## src/sv/mcfe_pkg.sv

```systemverilog
package mcfe_pkg;

   localparam int LIMIT_W     = 31;
   localparam int DATA_W      = 32;
   localparam int ADDR_W      = 5;
   localparam int POS_BITS    = 16;
   localparam int OTHER_BITS  = 12;
   localparam int DIV_BITS    = 16;
   localparam int NUM_W       = 32 + DIV_BITS;
   localparam int PIPE_STAGES = 2 + DIV_BITS;

   localparam logic [55:0] FIXED_PREFIX    = 56'hFF_FFFF_FFFF_FFFF;
   localparam logic [7:0]  CMD_ENABLE      = 8'hFC;
   localparam logic [7:0]  CMD_DISABLE     = 8'hFD;
   localparam logic [7:0]  CMD_SET_ZERO    = 8'hFE;
   localparam logic [7:0]  CMD_CLEAR_ERROR = 8'hFB;

   typedef enum logic [2:0] {
      REQ_MIT         = 3'd0,
      REQ_ENABLE      = 3'd1,
      REQ_DISABLE     = 3'd2,
      REQ_SET_ZERO    = 3'd3,
      REQ_CLEAR_ERROR = 3'd4
   } req_type_type;

   typedef enum logic [2:0] {
      CSR_POSITION_LIMIT = 3'd0,
      CSR_VELOCITY_LIMIT = 3'd1,
      CSR_TORQUE_LIMIT   = 3'd2,
      CSR_STIFFNESS_MIN  = 3'd3,
      CSR_STIFFNESS_MAX  = 3'd4,
      CSR_DAMPING_MIN    = 3'd5,
      CSR_DAMPING_MAX    = 3'd6
   } csr_index_type;

   typedef struct packed {
      logic [LIMIT_W-1:0] position_limit;
      logic [LIMIT_W-1:0] velocity_limit;
      logic [LIMIT_W-1:0] torque_limit;
      logic [LIMIT_W-1:0] stiffness_min;
      logic [LIMIT_W-1:0] stiffness_max;
      logic [LIMIT_W-1:0] damping_min;
      logic [LIMIT_W-1:0] damping_max;
   } cfg_type;

   typedef struct packed {
      logic [2:0] req_type;
      logic       motor_offline;
   } ctl_type;

endpackage

```

## src/sv/mcfe_csr.sv

```systemverilog
module mcfe_csr import mcfe_pkg::*; (
   input  logic              clock,
   input  logic              reset,
   input  logic              psel,
   input  logic              penable,
   input  logic              pwrite,
   input  logic [ADDR_W-1:0] paddr,
   input  logic [DATA_W-1:0] pwdata,
   output logic [DATA_W-1:0] prdata,
   output cfg_type           cfg
);

   cfg_type    cfg_ff;
   cfg_type    cfg_in;
   logic [2:0] idx;
   logic       wr;

   assign idx = paddr[4:2];
   assign wr  = psel && penable && pwrite;

   always_comb begin
      cfg_in = cfg_ff;
      if (wr) begin
         unique case (idx)
            CSR_POSITION_LIMIT: cfg_in.position_limit = pwdata[LIMIT_W-1:0];
            CSR_VELOCITY_LIMIT: cfg_in.velocity_limit = pwdata[LIMIT_W-1:0];
            CSR_TORQUE_LIMIT:   cfg_in.torque_limit   = pwdata[LIMIT_W-1:0];
            CSR_STIFFNESS_MIN:  cfg_in.stiffness_min  = pwdata[LIMIT_W-1:0];
            CSR_STIFFNESS_MAX:  cfg_in.stiffness_max  = pwdata[LIMIT_W-1:0];
            CSR_DAMPING_MIN:    cfg_in.damping_min    = pwdata[LIMIT_W-1:0];
            CSR_DAMPING_MAX:    cfg_in.damping_max    = pwdata[LIMIT_W-1:0];
            default: begin
            end
         endcase
      end
   end

   always_ff @(posedge clock) begin
      if (reset) begin
         cfg_ff.position_limit <= 31'd819200;
         cfg_ff.velocity_limit <= 31'd1966080;
         cfg_ff.torque_limit   <= 31'd655360;
         cfg_ff.stiffness_min  <= 31'd0;
         cfg_ff.stiffness_max  <= 31'd32768000;
         cfg_ff.damping_min    <= 31'd0;
         cfg_ff.damping_max    <= 31'd327680;
      end else begin
         cfg_ff <= cfg_in;
      end
   end

   always_comb begin
      unique case (idx)
         CSR_POSITION_LIMIT: prdata = {1'b0, cfg_ff.position_limit};
         CSR_VELOCITY_LIMIT: prdata = {1'b0, cfg_ff.velocity_limit};
         CSR_TORQUE_LIMIT:   prdata = {1'b0, cfg_ff.torque_limit};
         CSR_STIFFNESS_MIN:  prdata = {1'b0, cfg_ff.stiffness_min};
         CSR_STIFFNESS_MAX:  prdata = {1'b0, cfg_ff.stiffness_max};
         CSR_DAMPING_MIN:    prdata = {1'b0, cfg_ff.damping_min};
         CSR_DAMPING_MAX:    prdata = {1'b0, cfg_ff.damping_max};
         default:            prdata = '0;
      endcase
   end

   assign cfg = cfg_ff;

endmodule

```

## config.mk

```make
export PLATFORM = sky130hd
export DESIGN_NAME = mcfe_csr
export DESIGN_NICKNAME = d
export VERILOG_FILES = /design/src/sv/mcfe_pkg.sv /design/src/sv/mcfe_csr.sv
export SDC_FILE = /design/constraint.sdc
export NUM_CORES = 1
export LEC_CHECK = 0
export ABC_CLOCK_PERIOD_IN_PS = 1200
export BUFFER_PORTS_ARGS = -buffer_cell sky130_fd_sc_hd__buf_2
export CAP_MARGIN = 30
export CORE_MARGIN = 10
export CORE_UTILIZATION = 53
export CTS_CLUSTER_DIAMETER = 30
export DETAILED_ROUTE_END_ITERATION = 12
export HOLD_SLACK_MARGIN = 0.06
export PLACE_DENSITY = 0.81
export SETUP_SLACK_MARGIN = 0.02
export SYNTH_ARGS = -nofsm -noshare
export SYNTH_HDL_FRONTEND = slang
export SYNTH_SLANG_ARGS = --single-unit
export TNS_END_PERCENT = 5
```

## constraint.sdc

```tcl
create_clock -name clock -period 1.2 [get_ports clock]
set_input_delay 0 -clock clock [delete_from_list [all_inputs] [get_ports clock]]
set_output_delay 0 -clock clock [all_outputs]
set_load 0.02 [all_outputs]
```

### After elaboration in Yosys (flattened, before gate mapping)

Index checks and enable logic that the tools add are counted.

| storage, ports and cells | value |
|---|---|
| bits of input ports | 42 |
| logic and storage cells | 24 |
| bits in registers | 217 |
| output and inout bits | 249 |

| cells by class | value |
|---|---|
| eq/ne operators | 6 |
| reductions and logical operators | 10 |
| muxes and demuxes | 1 |

Operator list:

| kind | count |
|---|---|
| 31-bit one-hot mux with 7 select lines | 1 |
| 2-bit AND reduction | 7 |
| 3-bit == test (second input constant) | 3 |
| 3-bit by 2-bit == test with 1-bit output (second input constant) | 2 |
| 3-bit by 1-bit == test with 1-bit output (second input constant) | 1 |
| 3-bit logical NOT | 1 |
| 1-bit logical AND | 2 |

### Longest topological paths before layout

| logic depth | value |
|---|---|
| depth after elaboration | 3 |
| gate-level depth with buffers | 6 |

### Worst setup path after synthesis

Ideal clock, no wire load.

| timing path | value |
|---|---|
| path type | flip-flop to output port |
| from | register cfg_ff (netlist bit cfg[177]) |
| to | output prdata[22] |
| setup slack | -0.139 ns |
| stages on the path, launching flop included | 4 |
| data arrival time | 1.339 ns |
| path through | dfxtp_1 mux2i_1 o221a_2 a221oi_1 |

| between the ends | value |
|---|---|
| cells in the longest elaborated chain, start to end | 1 |

RTL lines:

| what | line | RTL |
|---|---|---|
| from (decl) | mcfe_csr.sv:13 | `cfg_type cfg_ff;` |
| from (signal assigned) | mcfe_csr.sv:48 | `cfg_ff <= cfg_in;` |
| 31-bit one-hot mux with 7 select lines | mcfe_csr.sv:53 | `unique case (idx)` |
| to (decl) | mcfe_csr.sv:9 | `output logic [DATA_W-1:0] prdata,` |

No other way between the ends.

### Worst setup path in the final report

| timing path | value |
|---|---|
| from | register cfg_ff (netlist bit cfg[202]) |
| to | output prdata[16] |

The elaborated chain is that of the path after synthesis.

==> results.cfg <==
[status]
status = finished with violations
violations_in_the_final_reports = setup timing

[drt]
route.vias.total = 11223
drtPass1Iterations = 6
via_per_inst = 6.22
routedWlPerCell_um = 23.8
final_routed_wirelength_um = 43000
post_route_antenna_net_violation_count = 0
route.detailed.drc = 0
dr.first_iter.drc_count = 1140

[clock_network]
tritoncts = yes
tritoncts.num_buffers = 43
cts-root-to-sink-buffers = 3
clock_insertion_delay_worst_skew_ns = 0.53
clockRootBuffer = sky130_fd_sc_hd__clkbuf_16
numClockSinks = 217
clock_tree.htree_level_count = 2
clkTransAtPathRegs_ns = 0.05

[power]
report.power.total_w = 0.0223
power_density_nw_per_um2 = 1470
power.leakage_nw = 6.81
vdd_drop_max_v = 0.00152

[floorplanning]
die_area_sq_um = 25700
core_region_area_sq_um = 19400
die_w_um = 160
rows = 51
ios = 291
start_util = 0.539
dieHeight_um = 160

[synth]
synthesis.area_per_instance_sq_um = 9.25
adder_cell_fraction_of_synth_area = 0
post_synth_and_or_nand_nor_area_fraction = 0.154
ys_types = 42
ys_seq_area_frac = 0.416
postSynthNetCount = 1172
synth.top_cell.area_share = 0.416
post_synth_most_frequent_cells = sky130_fd_sc_hd__dfxtp_1, sky130_fd_sc_hd__mux2i_1, sky130_fd_sc_hd__a21oi_1, sky130_fd_sc_hd__nand2b_1, sky130_fd_sc_hd__nand3_1
ys_seq_elements = 217
fraction_of_synthesized_area_in_multiplexers = 0.181
post_synth_instance_area_sq_um = 10400
synth-xor-area-share = 0
ys_dominant_reg_cell = sky130_fd_sc_hd__dfxtp_1
synth.most_common_cell = sky130_fd_sc_hd__dfxtp_1
synth-async-reset-ratio = 0
synth_compound_area_frac = 0.179
main_combinational_cell_family_by_area_after_synthesis = multiplexers
synth_warn = 0
synthDominantAreaCellType = sky130_fd_sc_hd__dfxtp_1
netlist_instances = 1130
leading_cell_types_by_total_area_after_synthesis = sky130_fd_sc_hd__dfxtp_1, sky130_fd_sc_hd__mux2i_1, sky130_fd_sc_hd__nand2b_1
synth_enable_flop_cells = 0

[worst_setup_path]
critPathCaptureType = output pin
slowest_stage = sky130_fd_sc_hd__mux4_2
crit_startpoint = cfg[202]$_SDFFE_PP0P_
start_kind = flop
critical_path.reg2reg.startpoint = cfg[116]$_SDFFE_PP0P_
worst_ep_required_time_ns = 1.20
worst-path-max-fanout = 3
setup.reg_to_reg.worst_slack_ns = 0.36
worst_path_dominant_cell_family = multiplexers
timing.critical_path.slowest_cell_delay_ns = 0.44
crit_path_cell_trace = mux4_2 -> mux2_4 -> buf_6
worst-endpoint-arrival_ns = 1.71
path_class = reg -> out
timing.critical_path.buf_inv = 1

[layout]
final_layout_size_suffix_gt1_frac = 0.401
largest_reg_flops = 217
nets = 1547
synthToLayoutAreaGrowth_pct = 45.0
final-instance-count-excl-fill = 1805
fillerInstances = 1219

[place]
dp_slack_ns = -0.117
dp_hpwl_um = 27300
io_buffer_count = 286
routabilityCongestion = 0.897
place.detailed.instances = 1688

[sta]
worst_case_clock_skew_ns = 0
layout_min_cycle_time_ns = 1.71
finalHoldWorstSlack_ns = 0.119
setup_slack_ns = -0.508
fmax_mhz = 585
finalMaxSlewViolations = 0
report.final.setup_viol = 31
worst-slew-pin-transition_ns = 0.533
finalHoldViolations = 0
rsz0062_at_grt = yes
relative_slew_slack = 0.645
post-route-period-util = 1.42

[global_routing]
pin_count_of_the_biggest_net_entering_global_routing = 49
grt_antenna_before_repair = 1
first_global_vias = 11564
global_route.overflow_total = 0
grt_usage = 0.312
first_pass_grt_wire_length_um = 65600

[worst_hold_path]
holdCritPathClass = in -> reg
hold_path.startpoint = penable

[run]
cap_violations = 0
[tightest hold or removal path, delay by kind of cell]
kind                   cells  cell delay (ns)
and+or+nand+nor            2             0.38
AOI/OAI and AO/OA          1             0.06
buffers and inverters      1             0.14
[cells in the final DEF (no fill, tap or decap), types with 21 or more instances in the layout]
master	count
sky130_fd_sc_hd__nand2b_1	114
sky130_fd_sc_hd__nand3_1	116
sky130_fd_sc_hd__buf_2	256
sky130_fd_sc_hd__o21ai_0	77
sky130_fd_sc_hd__mux2i_1	169
sky130_fd_sc_hd__a21oi_1	116
sky130_fd_sc_hd__clkbuf_16	43
sky130_fd_sc_hd__buf_4	121
sky130_fd_sc_hd__nor2_1	27
sky130_fd_sc_hd__a221oi_2	21
sky130_fd_sc_hd__dfxtp_1	150
sky130_fd_sc_hd__dlygate4sd3_1	35
sky130_fd_sc_hd__buf_12	30
sky130_fd_sc_hd__o21ai_1	39
sky130_fd_sc_hd__dfxtp_2	66
[per-layer routing]
metal | vias to the layer above | track usage | share of wire
li1 | 4828 | - | -
met1 | 5308 | 0.351 | 0.36
met2 | 840 | 0.525 | 0.47
met3 | 247 | 0.0708 | 0.098
met4 | 0 | 0.199 | 0.067
met5 | - | 0 | 0
[stage by stage]
stage	utilization	setup TNS [ns]	instance area [sq um]
final	0.781	-11.63	15100
after global routing	0.781	-13.07	15100
after CTS	0.776	-11.44	15100
after detailed placement	0.667	-7.10	12900
after global placement	0.667	-3.50	12900
after floorplan	-	-1.14	10500
[logic make-up (layout without fill, tap and decap cells)]
logic type,after synthesis,after routing
muxes,186,186
and+or+nand+nor,287,287
DFF,217,217
other,1,2
AOI/OAI and AO/OA,301,301
buffers and inverters,138,547
[final timing paths]
path / end / cells after the start
min reg2reg: cfg[53]$_SDFFE_PP0P_ / 2
max: prdata[16] / 3
max reg2reg: cfg[116]$_SDFFE_PP0P_ / 3
min: cfg[39]$_SDFFE_PP0P_ / 4
[timing repair]
item / 4_1_cts / 5_1_grt
setup endpoints to repair: 31 / 47
gates resized for setup: 102 / 24
endpoints found under the hold margin: 217 / 0
setup buffers: 1 / 1
pin swaps: 20 / 9
hold buffers: 35 / 0
cloned: 0 / 0
[layout make-up]
class | instances | area [sq um] | share of cell area
sequential | 217 | 4430 | 0.292
clock inverter | 30 | 433 | 0.0286
inverter | 21 | 78.8 | 0.00520
clock buffer | 49 | 1130 | 0.0745
tap | 265 | 332 | 0.0219
antenna | 1 | 2.50 | 0.000165
multi-input combinational | 775 | 5550 | 0.366
timing repair buffer | 447 | 3200 | 0.211
[power by group]
part           switching (W)  internal [W]
clock                0.00417       0.00876
combinational        0.00119      0.000847
sequential         0.0000478       0.00727
Note: power is estimated with default switching activity, not from simulation.
