<file path="config.mk">
export PLATFORM = sky130hd
export DESIGN_NAME = mcfe_map_lane
export DESIGN_NICKNAME = d
export VERILOG_FILES = /design/src/sv/mcfe_pkg.sv /design/src/sv/mcfe_map_lane.sv
export SDC_FILE = /design/constraint.sdc
export NUM_CORES = 2
export LEC_CHECK = 0
export ABC_AREA = 1
export BUFFER_PORTS_ARGS = -buffer_cell sky130_fd_sc_hd__buf_2
export CORE_ASPECT_RATIO = 0.75
export CORE_MARGIN = 10
export CORE_UTILIZATION = 58
export CTS_CLUSTER_DIAMETER = 200
export DETAILED_ROUTE_END_ITERATION = 10
export HOLD_SLACK_MARGIN = 0.08
export PLACE_DENSITY = 0.77
export SLEW_MARGIN = 25
export SYNTH_ARGS = -nofsm -noshare
export SYNTH_HDL_FRONTEND = slang
export SYNTH_SLANG_ARGS = --single-unit
export TNS_END_PERCENT = 10
</file>
<file path="constraint.sdc">
create_clock -name clock -period 3.4 [get_ports clock]
set_clock_uncertainty 0.1 [all_clocks]
set_input_delay 0.51 -clock clock [delete_from_list [all_inputs] [get_ports clock]]
set_output_delay 0.51 -clock clock [all_outputs]
set_load 0.005 [all_outputs]
</file>
<file path="src/sv/mcfe_pkg.sv">
package mcfe_pkg;

   localparam int LIMIT_W     = 31;
   localparam int DATA_W      = 32;
   localparam int ADDR_W      = 5;
   localparam int POS_BITS    = 16;
   localparam int OTHER_BITS  = 12;
   localparam int DIV_BITS    = 16;
   localparam int NUM_W       = 32 + DIV_BITS;
   localparam int PIPE_STAGES = 2 + DIV_BITS;

   localparam logic [55:0] FIXED_PREFIX    = 56'hFF_FFFF_FFFF_FFFF;
   localparam logic [7:0]  CMD_ENABLE      = 8'hFC;
   localparam logic [7:0]  CMD_DISABLE     = 8'hFD;
   localparam logic [7:0]  CMD_SET_ZERO    = 8'hFE;
   localparam logic [7:0]  CMD_CLEAR_ERROR = 8'hFB;

   typedef enum logic [2:0] {
      REQ_MIT         = 3'd0,
      REQ_ENABLE      = 3'd1,
      REQ_DISABLE     = 3'd2,
      REQ_SET_ZERO    = 3'd3,
      REQ_CLEAR_ERROR = 3'd4
   } req_type_type;

   typedef enum logic [2:0] {
      CSR_POSITION_LIMIT = 3'd0,
      CSR_VELOCITY_LIMIT = 3'd1,
      CSR_TORQUE_LIMIT   = 3'd2,
      CSR_STIFFNESS_MIN  = 3'd3,
      CSR_STIFFNESS_MAX  = 3'd4,
      CSR_DAMPING_MIN    = 3'd5,
      CSR_DAMPING_MAX    = 3'd6
   } csr_index_type;

   typedef struct packed {
      logic [LIMIT_W-1:0] position_limit;
      logic [LIMIT_W-1:0] velocity_limit;
      logic [LIMIT_W-1:0] torque_limit;
      logic [LIMIT_W-1:0] stiffness_min;
      logic [LIMIT_W-1:0] stiffness_max;
      logic [LIMIT_W-1:0] damping_min;
      logic [LIMIT_W-1:0] damping_max;
   } cfg_type;

   typedef struct packed {
      logic [2:0] req_type;
      logic       motor_offline;
   } ctl_type;

endpackage

</file>
<file path="src/sv/mcfe_map_lane.sv">
module mcfe_map_lane import mcfe_pkg::*; #(
   parameter int CODE_BITS = 12
) (
   input  logic                   clock,
   input  logic [PIPE_STAGES-1:0] en,
   input  logic signed [31:0]     x,
   input  logic signed [32:0]     lo,
   input  logic signed [32:0]     hi,
   output logic [CODE_BITS-1:0]   code
);

   logic signed [32:0] xs;
   logic signed [32:0] xc_in;
   logic signed [32:0] xc_ff;
   logic signed [32:0] lo_ff;
   logic signed [33:0] span_full;
   logic [31:0]        span_in;
   logic [31:0]        span_ff;
   logic               ok_in;
   logic               ok_ff;

   always_comb begin
      xs        = {x[31], x};
      span_full = {hi[32], hi} - {lo[32], lo};
      ok_in     = span_full > 34'sd0;
      span_in   = span_full[31:0];
      priority if (xs < lo) begin
         xc_in = lo;
      end else if (xs > hi) begin
         xc_in = hi;
      end else begin
         xc_in = xs;
      end
   end

   always_ff @(posedge clock) begin
      if (en[0]) begin
         xc_ff   <= xc_in;
         lo_ff   <= lo;
         span_ff <= span_in;
         ok_ff   <= ok_in;
      end
   end

   // The numerator is the offset times (2^CODE_BITS - 1), built as a shift and subtract.
   logic [32:0]      offset;
   logic [NUM_W-1:0] offset_ext;
   logic [NUM_W-1:0] num_in;
   logic [31:0]      dvs_in;

   logic [NUM_W-1:0]     rem_ff [DIV_BITS];
   logic [31:0]          div_ff [DIV_BITS];
   logic [CODE_BITS-1:0] q_ff   [1:DIV_BITS];

   always_comb begin
      offset     = 33'(xc_ff - lo_ff);
      offset_ext = NUM_W'(offset[31:0]);
      num_in     = ok_ff ? ((offset_ext << CODE_BITS) - offset_ext) : '0;
      dvs_in     = ok_ff ? span_ff : 32'd1;
   end

   always_ff @(posedge clock) begin
      if (en[1]) begin
         rem_ff[0] <= num_in;
         div_ff[0] <= dvs_in;
      end
   end

   for (genvar j = 0; j < DIV_BITS; j++) begin : g_div
      localparam int BIT = DIV_BITS - 1 - j;
      logic [CODE_BITS-1:0] q_prev;

      if (j == 0) begin : g_first
         assign q_prev = '0;
      end else begin : g_later
         assign q_prev = q_ff[j];
      end

      if (BIT < CODE_BITS) begin : g_bit
         logic [NUM_W-1:0] trial;
         logic             take;

         assign trial = NUM_W'(div_ff[j]) << BIT;
         assign take  = rem_ff[j] >= trial;

         always_ff @(posedge clock) begin
            if (en[2+j]) begin
               q_ff[j+1] <= take ? (q_prev | (CODE_BITS'(1) << BIT)) : q_prev;
            end
         end

         if (j < DIV_BITS - 1) begin : g_next
            always_ff @(posedge clock) begin
               if (en[2+j]) begin
                  rem_ff[j+1] <= take ? (rem_ff[j] - trial) : rem_ff[j];
                  div_ff[j+1] <= div_ff[j];
               end
            end
         end
      end else begin : g_pass
         always_ff @(posedge clock) begin
            if (en[2+j]) begin
               q_ff[j+1]   <= q_prev;
               rem_ff[j+1] <= rem_ff[j];
               div_ff[j+1] <= div_ff[j];
            end
         end
      end
   end

   assign code = q_ff[DIV_BITS];

endmodule

</file>
Word-level counts from Yosys, hierarchy flattened
Memory sizes are Yosys's and may differ from the RTL's. Index checks and enable logic that the tools add are counted.

Register bits: 97. Output and inout bits: 12. RAM bits: 1472. Word-level logic and storage cells: 97. Memories: 3. Input bits: 117.

Add/subtract/negate cells: 14. Muxes and demuxes: 61. Order comparisons: 15.

Memories: rem_ff (depth 16, bits a word 48, rd ports 16, clocked after memory_dff 0, wr ports 16, line mcfe_map_lane.sv:51) `logic [NUM_W-1:0] rem_ff [DIV_BITS];`; div_ff (depth 16, bits a word 32, rd ports 16, clocked after memory_dff 0, wr ports 16, line mcfe_map_lane.sv:52) `logic [31:0] div_ff [DIV_BITS];`; q_ff (depth 16, bits a word 12, rd ports 16, clocked after memory_dff 0, wr ports 16, line mcfe_map_lane.sv:53) `logic [CODE_BITS-1:0] q_ff [1:DIV_BITS];`.

Operators by type and width (count): 2-to-1 mux 48 bit (12); 2-to-1 mux 32 bit (3); greater-or-equal comparator 48 x 32 -> 1 bit (1); greater-or-equal comparator 48 x 33 -> 1 bit (1); greater-or-equal comparator 48 x 34 -> 1 bit (1); greater-or-equal comparator 48 x 35 -> 1 bit (1); greater-or-equal comparator 48 x 36 -> 1 bit (1); greater-or-equal comparator 48 x 37 -> 1 bit (1); greater-or-equal comparator 48 x 38 -> 1 bit (1); greater-or-equal comparator 48 x 39 -> 1 bit (1); greater-or-equal comparator 48 x 40 -> 1 bit (1); greater-or-equal comparator 48 x 41 -> 1 bit (1); greater-or-equal comparator 48 x 42 -> 1 bit (1); greater-or-equal comparator 48 x 43 -> 1 bit (1); subtractor 48 x 33 -> 48 bit (1); subtractor 48 x 34 -> 48 bit (1); subtractor 48 x 35 -> 48 bit (1); subtractor 48 x 36 -> 48 bit (1); subtractor 48 x 37 -> 48 bit (1); subtractor 48 x 38 -> 48 bit (1); subtractor 48 x 39 -> 48 bit (1); subtractor 48 x 40 -> 48 bit (1); subtractor 48 x 41 -> 48 bit (1); subtractor 48 x 42 -> 48 bit (1); 19 further kinds (53).

Depth between registers and ports, before layout
Depth in word-level cells: 3. Depth in mapped cells: 29. Depth with buffers taken out: 29.

Worst setup path before layout
OpenSTA, ideal clock, no wires.

Path kind: reg-to-reg. From: register xc_ff[0]. To: memory rem_ff[0][39] in the netlist's numbering (data pin). Setup time: 255 ps. Setup slack: -6 ps. Cell stages (with the launch flop): 27. Required time: 3045 ps. Path buffers: 0. Period minus slack after synthesis: 3406 ps. Arrival time: 3052 ps. Cell sequence: edfxtp_1 inv_1 ha_1 inv_1 fa_1 nand2_1 nand2_1 nand3_1 nand2_1 nand3_1 nand2_1 nand2_1 nand2_1 xnor2_1 ha_1 a21oi_1 o21ai_0 a21oi_1 nand2_2 nand2_2 nand2_2 nand2_1 nand2_2 nand2_2 nand3_2 nand2_1 nor2_1.

RTL lines: start, declared (line mcfe_map_lane.sv:14) `logic signed [32:0] xc_ff;`; start signal, assigned (line mcfe_map_lane.sv:38) `xc_ff <= xc_in;`; end, declared (line mcfe_map_lane.sv:51).

==> out/qor.yml <==
place:
  gp_congestion: 1.01
  hpwlAfterDp_um: 194000
  placed_cells: 11300
  place_area_um2: 90300
  portBuffers: 128
floorplan:
  initial_core_util: 0.585
  core_um2: 141000
  fp.dieArea_um2: 157000
  fp.dieW_um: 455
  die_h_um: 346
  num_rows: 119
  ios: 129
yosys:
  synthArstFlopShare: 0
  syn-num-nets: 9387
  syn_inst: 8727
  synth_warnings: 0
  synth_area_um2: 82200
  syn_area_per_cell_um2: 9.42
  synth-main-ff-cell: "edfxtp_1"
  yosys_register_bits: 1440
  synth-edff-count: 1440
  ys_types: 72
  seq_area_frac_synth: 0.526
route:
  drtAntennaViolNets: 0
  wl_um: 248000
  wire_per_inst_um: 21.3
  dr.pass1.iters: 8
  drt_iter0_markers: 7460
  vias: 66600
  vias_per_cell: 5.72
  drc_errors: 0
timing:
  fmax_ghz: 0.279
  relSlewSlack: 0.442
  whs_ns: 0.142
  fin_crit_ns: 3.59
  period_share: 1.06
  drv_slew: 0
  rsz0062_at_grt: "true"
  worstMarginPinSlew_ns: 0.826
  finalHoldViolations: 0
  fin_ws_ns: -0.190
  setup_viol: 24
critical_path:
  cpPeakStageDelay_ns: 0.41
  crit_path_end_kind: "flip-flop"
  cp-start-kind: "flip-flop"
  slowest_stage: "edfxtp_1"
  worstReg2RegEnd: "rem_ff[0][35]"
  cp_max_fo: 4
  worstPathRequired_ns: 3.84
  path_class: "reg -> reg"
  r2r_slack_ns: -0.19
  r2r_start: "xc_ff[0]"
  worstPathArrival_ns: 4.03
  worst_path_dominant_cell_family: "simple AND/OR/NAND/NOR gates"
  path_buf_inv: 2
  r2r_cells: 25
  cp_common_cell: "nand2_2"
hold_path:
  holdPathEnd: "div_ff[0][154]"
  min_path_cells: 1
  holdCritStartpoint: "en[5]"
  worstHoldPathType: "in -> reg"
power:
  power.density_nw_per_um2: 796
  vdd_drop_max_v: 0.000569
  leakage_uw: 0.0414
finish:
  stdcell_area_um2: 97500
  syn2layout_area_growth_pct: 18.6
  final_nets: 10300
  final_cells: 11600
  insertedDiodeCount: 0
  drive_above_1_share: 0.161
job:
  max_cap_viol_count: 0
clock_tree:
  cts-root-buf: "clkbuf_16"
  clk_latency_ns: 0.80
  h-tree-depth: 4
  cts_buffer_depth: 3
  cts_tree: "yes"
  cts.sinks: 1440
  cts_buffers: 140
  clk_pin_slew_ns: 0.06
outcome:
  violations: "negative setup slack"
  status: "finished, violations left"
grt:
  grt_max_degree: 87
  grt.total_usage: 0.304
  gr-total-overflow: 0
  grt_pass1_vias: 62600
  antenna_found_initial: 3
  grt_pass1_wl_um: 370000
## cells in the final DEF, fill, tap and decap left out, types with 25 or more instances in the layout
cell	count
buf_4	684
nor4_1	47
o211ai_1	29
nand4_1	88
o21ai_1	55
nand2_1	1493
nand2_4	41
a21oi_2	53
nand3_2	28
nor3_1	91
a31oi_1	106
buf_2	115
ha_4	37
o21ai_0	590
dlygate4sd3_1	36
inv_2	52
nor2_1	794
xnor2_1	198
o21a_1	59
ha_1	487
clkbuf_16	142
buf_12	31
nor2_2	43
or2_2	26
a21oi_1	659
xor2_1	234
nand3_1	201
a21o_1	25
inv_1	1359
nand2_2	113
edfxtp_1	1440
## synth_stat cells, types with 102 or more instances
cell type | number | area share
a31oi_1 | 108 | 0.0082
nor2_1 | 840 | 0.038
xnor2_1 | 203 | 0.022
xor2_1 | 243 | 0.026
nand3_1 | 217 | 0.013
a21oi_1 | 711 | 0.043
edfxtp_1 | 1440 | 0.53
o21ai_0 | 624 | 0.038
inv_1 | 1388 | 0.063
nor3_1 | 102 | 0.0062
nand2_1 | 1586 | 0.072
ha_1 | 530 | 0.081
## worst register-to-register path: cells and delay by family, from the launching register on
| kind | cells | cell delay, ns |
|---|---|---|
| flip-flops | 1 | 0.41 |
| AO/OA/AOI/OAI | 2 | 0.22 |
| adder cells (fa/ha/maj) | 3 | 0.85 |
| AND/OR/NAND/NOR | 17 | 1.48 |
| XOR/XNOR | 1 | 0.15 |
| buffers and inverters | 2 | 0.14 |
## flip-flops by register name, summed over array words and instances (netlist names)
name,count
q_ff,78
div_ff,512
span_ff,32
xc_ff,32
lo_ff,32
ok_ff,1
rem_ff,753
## area by class of cell
| cell class | instances | area (um^2) |
|---|---|---|
| clock buffer | 161 | 3600 |
| sequential | 1440 | 43200 |
| clock inverter | 91 | 1010 |
| inverter | 1420 | 5350 |
| timing repair buffer | 880 | 6870 |
| tap | 1875 | 2350 |
| fill | 10800 | 43100 |
| multi-input combinational | 5773 | 35100 |
## report_power, final
group | internal [uW] | leakage [uW] | switching, uW
Combinational | 13700 | 0.0251 | 21000
Sequential | 24400 | 0.0141 | 2600
Clock | 8690 | 0.00224 | 7110
## cells by family (layout without fill, tap and decap cells)
family	Yosys count	count (layout)	synth area share
xor+xnor	448	448	0.0481
fa+ha+maj	543	543	0.0839
compound gates	1716	1716	0.114
simple gates	3066	3066	0.157
flops	1440	1440	0.526
buf+inv	1514	2552	0.0702
## metrics by stage
step	util	power (uW)	setup slack (ns)	setup TNS [ns]
6_report	0.694	77600	-0.190	-2.35
5_1_grt	0.694	81900	-0.368	-8.10
4_1_cts	0.682	75200	-0.109	-1.24
3_5_place_dp	0.642	58500	-0.395	-7.15
3_3_place_gp	0.642	58200	-0.364	-5.78
2_1_floorplan	-	45400	0.00000200	0
## metal layers
layer,GRT usage,wire [um],vias to the layer above
met3,0.0670,26500,400
li1,-,-,31600
met4,0.0854,7280,0
met5,0,0,-
met1,0.462,111000,31500
met2,0.437,104000,3145
## how the worst max path moves through the flow
stage,slack [ns],depth (start not counted),to,from
floorplan,0.000002,22,rem_ff[0][40],xc_ff[15]
global placement,-0.36,26,rem_ff[0][39],xc_ff[0]
detailed placement,-0.39,26,rem_ff[0][43],xc_ff[0]
CTS,-0.11,26,rem_ff[0][39],xc_ff[0]
global route,-0.37,26,rem_ff[0][39],xc_ff[0]
finish,-0.19,25,rem_ff[0][35],xc_ff[0]
## timing repair
item	4_1_cts	5_1_grt
hold endpoints to repair	135	0
endpoints found under the setup margin	36	313
resized for setup	106	363
pin swaps	34	98
cloned	0	1
hold buffers	36	0
setup buffers	11	30
Power figures use the tool's default switching activity.
